### config.mk
export PLATFORM = sky130hd
export DESIGN_NAME = tmtw_seq
export DESIGN_NICKNAME = d
export VERILOG_FILES = /design/src/sv/tmtw_pkg.sv /design/src/sv/tmtw_seq.sv
export SDC_FILE = /design/constraint.sdc
export NUM_CORES = 1
export LEC_CHECK = 0
export ABC_AREA = 1
export ABC_CLOCK_PERIOD_IN_PS = 4000
export BUFFER_PORTS_ARGS = -buffer_cell sky130_fd_sc_hd__buf_2
export CAP_MARGIN = 5
export CORE_MARGIN = 2
export CORE_UTILIZATION = 49
export CTS_CLUSTER_SIZE = 25
export DETAILED_ROUTE_END_ITERATION = 7
export GPL_TIMING_DRIVEN = 0
export PLACE_DENSITY = 0.79
export SETUP_SLACK_MARGIN = 0.1
export SLEW_MARGIN = 20
export SYNTH_ARGS = -nofsm -noshare
export SYNTH_HDL_FRONTEND = slang
export SYNTH_SLANG_ARGS = --single-unit
### constraint.sdc
create_clock -name clk -period 4 [get_ports clk]
set_input_delay 1 -clock clk [delete_from_list [all_inputs] [get_ports clk]]
set_output_delay 1 -clock clk [all_outputs]
set_load 0.01 [all_outputs]
### src/sv/tmtw_pkg.sv
package tmtw_pkg;

	// Screen geometry.
	localparam int COLUMNS    = 80;
	localparam int ROWS       = 25;
	localparam int CELL_COUNT = ROWS * COLUMNS;

	// Field and register widths.
	localparam int POS_W  = 11;
	localparam int ROW_W  = (ROWS > 1) ? $clog2(ROWS) : 1;
	localparam int COL_W  = (COLUMNS > 1) ? $clog2(COLUMNS) : 1;
	localparam int CELL_W = 16;
	localparam int STEP_W = 5;

	// Character and attribute constants.
	localparam logic [7:0] CH_NEWLINE   = 8'd10;
	localparam logic [7:0] CH_BACKSPACE = 8'd8;
	localparam logic [7:0] CH_SPACE     = 8'h20;
	localparam logic [7:0] RESET_COLOR  = 8'h0F;

	// Opcodes of an input word.
	typedef enum logic [1:0] {
		OP_PUT   = 2'd0,
		OP_CLEAR = 2'd1,
		OP_SET   = 2'd2,
		OP_READ  = 2'd3
	} op_t;

	// Branch conditions of a microcode step.
	typedef enum logic [3:0] {
		C_NEXT,
		C_JUMP,
		C_NO_IN,
		C_OP_PUT,
		C_OP_READ,
		C_OP_SET,
		C_NL,
		C_BS,
		C_COL0,
		C_COL_LAST,
		C_ROW_LAST,
		C_FILL_MORE,
		C_COPY_MORE,
		C_ITEM,
		C_OUT_BUSY,
		C_CELL_OOR
	} cond_t;

	// Sweep address operations.
	typedef enum logic [1:0] {
		A_HOLD,
		A_ZERO,
		A_INC
	} addr_op_t;

	// Read port selection.
	typedef enum logic [1:0] {
		R_NONE,
		R_CELL,
		R_AHEAD
	} rd_sel_t;

	// Write port selection.
	typedef enum logic [2:0] {
		W_NONE,
		W_BLANK_ADDR,
		W_BLANK_POS,
		W_CHAR_POS,
		W_COPY_ADDR
	} wr_sel_t;

	// Cursor operations.
	typedef enum logic [2:0] {
		K_HOLD,
		K_HOME,
		K_ADV,
		K_BACK,
		K_NEWL,
		K_BOTTOM
	} cur_op_t;

	// One control word of the microprogram.
	typedef struct packed {
		cond_t             cond;
		logic [STEP_W-1:0] target;
		addr_op_t          addr_op;
		rd_sel_t           rd;
		wr_sel_t           wr;
		cur_op_t           cur;
		logic              ld_color;
		logic              ld_value;
		logic              emit;
		logic              wait_in;
	} ctrl_t;

	// Datapath status seen by the sequencer.
	typedef struct packed {
		logic in_take;
		logic op_put;
		logic op_read;
		logic op_set;
		logic is_nl;
		logic is_bs;
		logic col0;
		logic col_last;
		logic row_last;
		logic fill_more;
		logic copy_more;
		logic item;
		logic out_busy;
		logic cell_oor;
	} flags_t;

	// Microprogram step addresses.
	localparam logic [STEP_W-1:0] S_IDLE      = 5'd0;
	localparam logic [STEP_W-1:0] S_DISP      = 5'd1;
	localparam logic [STEP_W-1:0] S_DISP_RD   = 5'd2;
	localparam logic [STEP_W-1:0] S_COLOR     = 5'd3;
	localparam logic [STEP_W-1:0] S_CLEAR     = 5'd4;
	localparam logic [STEP_W-1:0] S_FILL      = 5'd5;
	localparam logic [STEP_W-1:0] S_HOME      = 5'd6;
	localparam logic [STEP_W-1:0] S_TO_IDLE   = 5'd7;
	localparam logic [STEP_W-1:0] S_READ      = 5'd8;
	localparam logic [STEP_W-1:0] S_READ_DATA = 5'd9;
	localparam logic [STEP_W-1:0] S_PUT       = 5'd10;
	localparam logic [STEP_W-1:0] S_PUT_BS    = 5'd11;
	localparam logic [STEP_W-1:0] S_PUT_CHAR  = 5'd12;
	localparam logic [STEP_W-1:0] S_PUT_ADV   = 5'd13;
	localparam logic [STEP_W-1:0] S_BACK      = 5'd14;
	localparam logic [STEP_W-1:0] S_BACK_MOVE = 5'd15;
	localparam logic [STEP_W-1:0] S_BACK_WR   = 5'd16;
	localparam logic [STEP_W-1:0] S_NEWL      = 5'd17;
	localparam logic [STEP_W-1:0] S_NEWL_MOVE = 5'd18;
	localparam logic [STEP_W-1:0] S_SCROLL    = 5'd19;
	localparam logic [STEP_W-1:0] S_COPY_RD   = 5'd20;
	localparam logic [STEP_W-1:0] S_COPY_WR   = 5'd21;
	localparam logic [STEP_W-1:0] S_BLANK     = 5'd22;
	localparam logic [STEP_W-1:0] S_BLANK_END = 5'd23;
	localparam logic [STEP_W-1:0] S_DONE      = 5'd24;
	localparam logic [STEP_W-1:0] S_DONE_END  = 5'd25;

	// Control word that does nothing and falls through.
	localparam ctrl_t CTRL_NOP = '{
		cond:     C_NEXT,
		target:   S_IDLE,
		addr_op:  A_HOLD,
		rd:       R_NONE,
		wr:       W_NONE,
		cur:      K_HOLD,
		ld_color: 1'b0,
		ld_value: 1'b0,
		emit:     1'b0,
		wait_in:  1'b0
	};

	// The microprogram. A taken condition jumps to the target, else the next step runs.
	function automatic ctrl_t ucode(input logic [STEP_W-1:0] step);
		ctrl_t c;
		c = CTRL_NOP;
		case (step)
			S_IDLE: begin
				c.wait_in = 1'b1;
				c.cond    = C_NO_IN;
				c.target  = S_IDLE;
			end
			S_DISP: begin
				c.cond   = C_OP_PUT;
				c.target = S_PUT;
			end
			S_DISP_RD: begin
				c.cond   = C_OP_READ;
				c.target = S_READ;
			end
			S_COLOR: begin
				c.ld_color = 1'b1;
				c.cond     = C_OP_SET;
				c.target   = S_DONE;
			end
			S_CLEAR: begin
				c.addr_op = A_ZERO;
				c.cond    = C_JUMP;
				c.target  = S_FILL;
			end
			S_FILL: begin
				c.wr      = W_BLANK_ADDR;
				c.addr_op = A_INC;
				c.cond    = C_FILL_MORE;
				c.target  = S_FILL;
			end
			S_HOME: begin
				c.cur    = K_HOME;
				c.cond   = C_ITEM;
				c.target = S_DONE;
			end
			S_TO_IDLE: begin
				c.cond   = C_JUMP;
				c.target = S_IDLE;
			end
			S_READ: begin
				c.rd     = R_CELL;
				c.cond   = C_CELL_OOR;
				c.target = S_DONE;
			end
			S_READ_DATA: begin
				c.ld_value = 1'b1;
				c.cond     = C_JUMP;
				c.target   = S_DONE;
			end
			S_PUT: begin
				c.cond   = C_NL;
				c.target = S_NEWL;
			end
			S_PUT_BS: begin
				c.cond   = C_BS;
				c.target = S_BACK;
			end
			S_PUT_CHAR: begin
				c.wr     = W_CHAR_POS;
				c.cond   = C_COL_LAST;
				c.target = S_NEWL;
			end
			S_PUT_ADV: begin
				c.cur    = K_ADV;
				c.cond   = C_JUMP;
				c.target = S_DONE;
			end
			S_BACK: begin
				c.cond   = C_COL0;
				c.target = S_DONE;
			end
			S_BACK_MOVE: begin
				c.cur = K_BACK;
			end
			S_BACK_WR: begin
				c.wr     = W_BLANK_POS;
				c.cond   = C_JUMP;
				c.target = S_DONE;
			end
			S_NEWL: begin
				c.cond   = C_ROW_LAST;
				c.target = S_SCROLL;
			end
			S_NEWL_MOVE: begin
				c.cur    = K_NEWL;
				c.cond   = C_JUMP;
				c.target = S_DONE;
			end
			S_SCROLL: begin
				c.addr_op = A_ZERO;
				c.cur     = K_BOTTOM;
			end
			S_COPY_RD: begin
				c.rd = R_AHEAD;
			end
			S_COPY_WR: begin
				c.wr      = W_COPY_ADDR;
				c.addr_op = A_INC;
				c.cond    = C_COPY_MORE;
				c.target  = S_COPY_RD;
			end
			S_BLANK: begin
				c.wr      = W_BLANK_ADDR;
				c.addr_op = A_INC;
				c.cond    = C_FILL_MORE;
				c.target  = S_BLANK;
			end
			S_BLANK_END: begin
				c.cond   = C_JUMP;
				c.target = S_DONE;
			end
			S_DONE: begin
				c.emit   = 1'b1;
				c.cond   = C_OUT_BUSY;
				c.target = S_DONE;
			end
			S_DONE_END: begin
				c.cond   = C_JUMP;
				c.target = S_IDLE;
			end
			default: begin
				c.cond   = C_JUMP;
				c.target = S_IDLE;
			end
		endcase
		return c;
	endfunction

endpackage

### src/sv/tmtw_seq.sv
module tmtw_seq (
	input  logic              clk,
	input  logic              arst_n,
	input  tmtw_pkg::flags_t  flags,
	output tmtw_pkg::ctrl_t   ctrl
);

	logic [tmtw_pkg::STEP_W-1:0] step_q;
	logic [tmtw_pkg::STEP_W-1:0] step_d;
	logic                        take;

	// Control word of the current step.
	assign ctrl = tmtw_pkg::ucode(step_q);

	// Branch condition select.
	always_comb begin
		case (ctrl.cond)
			tmtw_pkg::C_NEXT:      take = 1'b0;
			tmtw_pkg::C_JUMP:      take = 1'b1;
			tmtw_pkg::C_NO_IN:     take = !flags.in_take;
			tmtw_pkg::C_OP_PUT:    take = flags.op_put;
			tmtw_pkg::C_OP_READ:   take = flags.op_read;
			tmtw_pkg::C_OP_SET:    take = flags.op_set;
			tmtw_pkg::C_NL:        take = flags.is_nl;
			tmtw_pkg::C_BS:        take = flags.is_bs;
			tmtw_pkg::C_COL0:      take = flags.col0;
			tmtw_pkg::C_COL_LAST:  take = flags.col_last;
			tmtw_pkg::C_ROW_LAST:  take = flags.row_last;
			tmtw_pkg::C_FILL_MORE: take = flags.fill_more;
			tmtw_pkg::C_COPY_MORE: take = flags.copy_more;
			tmtw_pkg::C_ITEM:      take = flags.item;
			tmtw_pkg::C_OUT_BUSY:  take = flags.out_busy;
			tmtw_pkg::C_CELL_OOR:  take = flags.cell_oor;
			default:               take = 1'b0;
		endcase
	end

	assign step_d = take ? ctrl.target : step_q + 1'b1;

	// Step counter. Reset starts the blanking sweep of the screen store.
	always_ff @(posedge clk or negedge arst_n) begin
		if (!arst_n) begin
			step_q <= tmtw_pkg::S_FILL;
		end else begin
			step_q <= step_d;
		end
	end

endmodule

==> results of run 1 <==
==> final cells by class <==
type / instances / share of cell area
inverter: 32 / 0.0882
sequential: 5 / 0.0937
multi-input combinational: 159 / 0.624
tap: 28 / 0.0257
timing repair buffer: 38 / 0.140
clock buffer: 4 / 0.0193
buffer: 2 / 0.00918
==> cell families (layout without fill, tap and decap cells) <==
family                     count (synthesis)  after routing
and+or+nand+nor                          143            143
buffers and inverters                     34             76
AOI/OAI and AO/OA                          9              9
adders and majority gates                  5              5
DFF                                        5              5
xor gates and xnor gates                   2              2
==> power groups by stage <==
stage | Clock (W) | Sequential [W] | Combinational [W]
2_1_floorplan | 0 | 0.000109 | 0.00102
6_report | 0.0000556 | 0.000114 | 0.00134
5_1_grt | 0.0000617 | 0.000119 | 0.00151
3_3_place_gp | 0 | 0.000114 | 0.00133
4_1_cts | 0.0000576 | 0.000113 | 0.00134
3_5_place_dp | 0 | 0.000114 | 0.00133
==> per-layer routing <==
| layer | global-route usage | vias to the layer above | share of wire |
|---|---|---|---|
| met5 | 0 | - | 0 |
| li1 | - | 713 | - |
| met3 | 0.0144 | 4 | 0.069 |
| met2 | 0.376 | 49 | 0.45 |
| met4 | 0.0746 | 0 | 0.0081 |
| met1 | 0.343 | 580 | 0.48 |
==> final timing paths <==
| kind | depth (start not counted) | end | slack, ns | startpoint |
|---|---|---|---|---|
| max reg2reg | 18 | step_q[4]$_DFF_PN0_ | 1.40 | step_q[0]$_DFF_PN1_ |
| max in group asynchronous | 1 | step_q[0]$_DFF_PN1_ | 3.22 | arst_n |
| min in group clk | 3 | step_q[0]$_DFF_PN1_ | 0.68 | step_q[0]$_DFF_PN1_ |
| max | 10 | ctrl[19] | 0.80 | step_q[0]$_DFF_PN1_ |
| min | 1 | step_q[4]$_DFF_PN0_ | 0.56 | arst_n |
| min reg2reg | 3 | step_q[0]$_DFF_PN1_ | 0.68 | step_q[0]$_DFF_PN1_ |
==> stage by stage <==
step | power [W] | setup WS, ns
6_report | 0.00151 | 0.796
5_1_grt | 0.00169 | 0.609
4_1_cts | 0.00151 | 0.796
3_5_place_dp | 0.00145 | 1.06
3_3_place_gp | 0.00144 | 1.06
2_1_floorplan | 0.00113 | 1.38
==> cells in the final DEF, fill, tap and decap left out, types with 2 or more instances in the layout <==
cell	netlist	layout
sky130_fd_sc_hd__inv_2	7	7
sky130_fd_sc_hd__nand3_1	23	23
sky130_fd_sc_hd__a21oi_1	2	2
sky130_fd_sc_hd__nand3_2	7	7
sky130_fd_sc_hd__nor2_4	5	5
sky130_fd_sc_hd__nor2_1	29	29
sky130_fd_sc_hd__dfstp_2	2	2
sky130_fd_sc_hd__ha_1	5	5
sky130_fd_sc_hd__o21ai_0	3	3
sky130_fd_sc_hd__clkbuf_4	0	3
sky130_fd_sc_hd__inv_1	25	25
sky130_fd_sc_hd__buf_2	1	39
sky130_fd_sc_hd__nand2_1	59	59
sky130_fd_sc_hd__dfrtp_1	3	3
sky130_fd_sc_hd__xor2_1	2	2
sky130_fd_sc_hd__nand2_2	4	4
sky130_fd_sc_hd__nand4_1	7	7
sky130_fd_sc_hd__nor2_2	7	7
==> results list, run 1 <==
- The share of total power dissipated in combinational logic is 0.887.
- Post-CTS timing repair inserted 0 buffers for setup.
- Top reg by flops: step_q
* Count of flip-flops with a built-in enable after synthesis: 0
* Fraction of the yosys area taken by sequential cells: 0.115
* Clock buffer depth: 2
- During synthesis, Yosys emitted a total of 0 warnings.
* Utilization after layout: 0.628
- The worst hold path belongs to the class primary input to async pin.
- P&R area growth vs syn: 22.6%
- Net count after synthesis: 219
* Shortest clock period the worst path allows after layout: 3.20 ns
- Setup violations remaining at the end of the flow were counted as 0.
* # IOs: 39
- Across the routed clock network, the largest skew measured is 0.00428 ns.
- Input and output buffers added on the ports amount to 38.
* Synth Area in Compound Gates: 0.0608
* Initial standard-cell utilization of the core: 0.512
- The flow ran to the end, and the final reports show no timing, DRC or antenna violations.
* Count of hold-fix buffers inserted at cts: 0
* PwrDens: 1110 nW/µm²
- The number of antenna violations at the first check in global routing came to 0.
- Slew margin rel.: 0.808
- Synth Area in Simple Gates: 0.633
* Arithmetic-cell share of the synthesized area counting full adders, half adders and majority gates: 0.0563
- Highest clock rate: 312 MHz
- Clock tree synthesis selected as its root buffer the cell sky130_fd_sc_hd__clkbuf_4.
- On the critical path, the stage with the largest delay is an instance of sky130_fd_sc_hd__dfstp_2.
* Net switching fraction of the power: 0.615
- NetSw: 0.000927 W
* Yosys reg bits: 5
- IR drop worst, VDD: 648 µV
- The tool flagged a number of max-cap violations equal to 0.
* Die area: 2660 µm²
* Average wire per cell in the routed design: 10.5 µm
* Multiplexer area fraction after synthesis: 0
- Summing all non-filler instances in the final layout gives an area of 1360 µm².
- The share of total power dissipated in sequential elements is 0.076.
* Routability-driven placement congestion ratio: 0.963
- Leakage power: 0.923 nW
- Pin slew with the least headroom to its limit: 0.286 ns
* Post-detailed-placement half-perimeter wirelength: 2.42 mm
- NumNets Final: 262
- Fin. Hold Viols: 0
* Maximum level of the CTS H-tree: 1
- Among cell families on the critical path, the largest total delay comes from simple AND/OR/NAND/NOR gates.
- Number of distinct library cells after synthesis: 24
- Async set-or-reset flop fraction in the synthesized netlist: 1.00
* Fraction of layout instances using a drive strength above 1: 0.325
- Most frequent cell after synthesis: sky130_fd_sc_hd__nand2_1
- Mean number of vias per cell: 5.02
- In this run, post-CTS repair resized a total of 0 instances.
* DIE WIDTH: 51.6 µm
- The commonest cells after synthesis are sky130_fd_sc_hd__nand2_1 (59), sky130_fd_sc_hd__nor2_1 (29), sky130_fd_sc_hd__inv_1 (25).
- Pin count of the biggest net entering global routing: 10
- On the worst path, the slowest cell contributes a delay of 0.55 ns.
* DRC violation total after the first TritonRoute iteration: 47
* Main combinational cell family by area after synthesis: simple AND/OR/NAND/NOR gates
- The register with the most flip-flops in the layout has 5 of them.
- Summed over all instances, the cell type with the most area after synthesis is sky130_fd_sc_hd__nand2_1.
- The worst setup path is launched from a flop.
- Register area: 128 µm²
- Summed over all layers, the routed wires come to 2.83 mm.
- Hold is met by 0.564 ns.
- Antenna violation net count after detailed routing: 0
- Kind of capture point of the worst setup path: output port
- The region available for standard cell placement spans 2170 µm².
- Final count of pins violating max slew: 0
* Clk pin slew, worst setup/hold paths: 0.04 ns
- Top Registers: step_q (5)
- Critical path fanouts, max: 5
* Worst endpoint required time: 3.00 ns
- First-pass GRT wire length: 4.95 mm
* RSZ-0062 raised after global routing: no
- Across every metal layer, demand over resource in global routing totals 0.237.
* Number of global-route vias before repair: 1211
- The setup path with the least slack is of type flop to output port.
- After the flow finishes, the layout carries non-filler instances totaling 268.
- Detailed routing inserted a total of 1346 vias.
- A synthesized cell averages 5.61 µm².
- The clock net in this run drives a total of 5 sinks.
* Area used by multi-input combinational logic: 851 µm²
- DRC errors left: 0
- Internal power component: 0.000581 W
- Insertion delay to the later sink of the worst-skew pair: 0.24 ns
- Cell area after synthesis: 1110 µm²
- Counting stages on the worst path, the most repeated cell is sky130_fd_sc_hd__nand2_1.
* Post-synth top flop: sky130_fd_sc_hd__dfrtp_1
- Once placement finished, the instance area stood at 1340 µm².
- Area share of xor/xnor cells in the synthesized design: 0.0158
* Post-Syn Instances: 198
- Worst path arrival time: 2.20 ns
- Filler Cell Count: 242
- The signal on the critical path passes through inv_1, ha_1, nand2_1, inv_1, nand2_1, nand4_1, nor2_1, nand2_1, nand2_2, buf_2.
* Portion of the clock cycle consumed by the worst path in the final layout: 0.801
* CTS tree: done
* Clock share of power: 0.037
- From bottom edge to top edge, the die measures 51.6 µm.
- Total CTS buffers: 3
- Count of antenna diodes in the layout: 0
- The first detailed-routing pass took 4 iterations.
* Crit path buffers/inverters: 3
- Largest cells by area after synthesis: sky130_fd_sc_hd__nand2_1 (20%), sky130_fd_sc_hd__nand3_1 (10%), sky130_fd_sc_hd__nor2_1 (9.8%)
* Number of placed instances, taps included: 264
* Overflow after GRT: 0
- Total Negative Setup Slacks: 0 ns
- Number of core rows: 17
- Of the post-synthesis cell area, the dominant cell type holds 0.199.
(Power assumes the default switching activity.)
==> run 2, diff against run 1 <==
- ABC_CLOCK_PERIOD_IN_PS: 4000 -> 2600
- CORE_ASPECT_RATIO: not set -> 1.75
- CORE_UTILIZATION: 49 -> 45
- PLACE_DENSITY: 0.79 -> 0.76
- clock period: 4 -> 2.6 ns (I/O delays scaled with it)
==> results list, run 2 (synthesized netlist as in run 1, its figures left out) <==
* Utilization after layout: 0.779 (+0.151)
* Flip-flop count of the largest register, all copies and words added: 5 (unchanged)
* R2R Path Start: step_q[0]$_DFF_PN1_
- The largest net degree at the start of global routing is 10 (unchanged).
* Kind of capture point of the worst setup path: output port
- Worst Reg-to-Reg Cells: 17 (-1)
* Smallest setup slack after layout: -0.0998 ns (-0.895 ns)
* Shortest clock period the worst path allows after layout: 2.70 ns
- The register-to-register path setup slack came to -0.03 ns (-1.43 ns).
- The number of antenna violations at the first check in global routing came to 0 (unchanged).
* Clk pin slew, worst setup/hold paths: 0.03 ns (about the same)
- Top Registers: step_q (5)
- The HPWL reported at the end of detailed placement came to 2.67 mm (+10%).
- The required time of the worst setup path came to 1.95 ns (-1.05 ns).
* Overflow after GRT: 0 (unchanged)
* Type of the worst setup path: flop to output port
* Root buf cell: sky130_fd_sc_hd__clkbuf_8
- The final-report hold violation count is 0 (unchanged).
- The clock buffer count from CTS came to 3 (unchanged).
- Most frequent standard cell in the layout excluding fill and tap cells: sky130_fd_sc_hd__nand2_1
* All-Layer GR Usage: 0.247 (+0.00998)
- The effective utilization at floorplan came to 0.477 (-0.0355).
- Final worst clock skew: 0.000230 ns (-0.00405 ns)
- The area used by multi-input combinational logic came to 1060 µm² (+25%).
* Number of global-route vias before repair: 1472 (+22%)
- Pin slew with the least headroom to its limit: 0.431 ns (+0.145 ns)
- P&R area growth vs syn: 63.4%
- Dividing the final minimum period by the clock period gives 1.04.
- Count of buffers from port buffering: 38 (unchanged)
* Die boundary height: 69.7 µm (+35%)
* Top reg by flops: step_q
- Register area: 129 µm² (+0.98%)
- Highest clock rate: 370 MHz
- The checks that failed: setup timing.
* RSZ-0062 raised after global routing: yes
- First-pass iteration count of the detailed router: 5 (+1)
- Placeable Area: 2330 µm² (+7.4%)
* Mean number of vias per cell: 5.74 (+14%)
* Count of hold-fix buffers inserted at cts: 0 (unchanged)
- The number of nets with antenna violations after routing was 0 (unchanged).
- The arrival time of the worst setup path came to 2.05 ns (-0.15 ns).
- Count of antenna diodes in the layout: 0 (unchanged)
- DIE WIDTH: 41.6 µm (-19%)
* Die area: 2900 µm² (+8.8%)
* Number of core rows: 23 (+6)
- The DRC marker count from the first detailed-route iteration was 104 (+120%).
* Hold WC Path Type: primary input to async pin
* Slew margin rel.: 0.709 (-0.0987)
- The final routed DRC violation total came to 0 (unchanged).
- Capture point of the worst reg-to-reg path: step_q[4]$_DFF_PN0_
- Maximum level of the CTS H-tree: 1 (unchanged)
- NumNets Final: 289 (+10%)
- The ratio of cells with drive above 1 in the final layout came to 0.551 (+0.226).
- The run finished, with violations left.
* Vias post-DR: 1675 (+24%)
* Count of endpoints failing setup in the final report: 5 (+5)
* Critical path startpoint category: flop
- Routability-driven placement congestion ratio: 0.943 (-2.1%)
* Insertion delay to the later sink of the worst-skew pair: 0.22 ns (-0.02 ns)
* Average wire per cell in the routed design: 15.7 µm (+49%)
* Final count of pins violating max slew: 0 (unchanged)
- Critical path fanouts, max: 5 (unchanged)
- Count of max-cap constraint violations: 0 (unchanged)
* Detailed Route WL: 4.59 mm (+63%)
- Most used cells in the layout excluding fill and tap cells: sky130_fd_sc_hd__nand2_1 (47), sky130_fd_sc_hd__buf_2 (37), sky130_fd_sc_hd__buf_4 (26), sky130_fd_sc_hd__nand3_1 (20), sky130_fd_sc_hd__inv_1 (17)
- Clock buffer depth: 2 (unchanged)
* CTS tree: done
* Filler Cell Count: 170 (-30%)
- The total clock sinks is 5 (unchanged).
* # IOs: 39 (unchanged)
- First-pass GRT wire length: 5.81 mm (+17%)
==> run 2: area by class of cell <==
| type | instances | area share |
|---|---|---|
| tap | 25 | 0.0172 |
| timing repair buffer | 65 | 0.227 |
| inverter | 32 | 0.0689 |
| clock buffer | 4 | 0.0248 |
| sequential | 5 | 0.0710 |
| buffer | 2 | 0.00689 |
| multi-input combinational | 159 | 0.584 |
==> run 2: timing repair <==
item                                   4_1_cts  5_1_grt
gates resized for setup                     15       52
buffers inserted                            14       13
endpoints found under the hold margin        0        0
pin swaps                                    7       27
setup endpoints to repair                   11       17
==> run 2: routing by layer <==
metal,wire length (µm),track usage,up-vias,part of all wire
li1,-,-,763,-
met1,1590,0.245,767,0.35
met2,2510,0.455,121,0.55
met3,312,0.0260,24,0.068
met4,191,0.172,0,0.042
met5,0,0,-,0
==> run 2: how the worst max path moves through the flow <==
stage               depth (start not counted)           startpoint        to
floorplan                                  11  step_q[0]$_DFF_PN1_  ctrl[19]
global route                               10  step_q[0]$_DFF_PN1_  ctrl[19]
finish                                     10  step_q[0]$_DFF_PN1_  ctrl[18]
detailed placement                         10  step_q[0]$_DFF_PN1_  ctrl[19]
CTS                                        12  step_q[0]$_DFF_PN1_  ctrl[19]
global placement                           10  step_q[0]$_DFF_PN1_  ctrl[19]
==> run 2: critical path: stages (launching register included) <==
cell	delay [ns]
sky130_fd_sc_hd__dfstp_2	0.59
sky130_fd_sc_hd__inv_4	0.07
sky130_fd_sc_hd__ha_4	0.19
sky130_fd_sc_hd__nand2_4	0.09
sky130_fd_sc_hd__inv_2	0.04
sky130_fd_sc_hd__nand2_2	0.06
sky130_fd_sc_hd__nand4_1	0.15
sky130_fd_sc_hd__buf_4	0.20
sky130_fd_sc_hd__nor2_4	0.15
sky130_fd_sc_hd__nand4_1	0.13
sky130_fd_sc_hd__buf_2	0.16
==> run 2: per-stage QoR <==
stage          setup TNS [ns]  worst slack, ns  hold WS (ns)  cell area [µm²]  cells
2_1_floorplan               0            0.329         0.354             1110    198
4_1_cts               -0.0408          -0.0202         0.235             1540    279
3_5_place_dp          -0.0560          -0.0512         0.462             1330    261
3_3_place_gp          -0.0161          -0.0161         0.461             1330    261
5_1_grt                 -1.31           -0.176         0.235             1820    292
6_report               -0.253          -0.0998         0.236             1820    292
Power of run 2 is not shown: default switching activity piles up to over one toggle a cycle in this logic, so the estimate is an artifact.
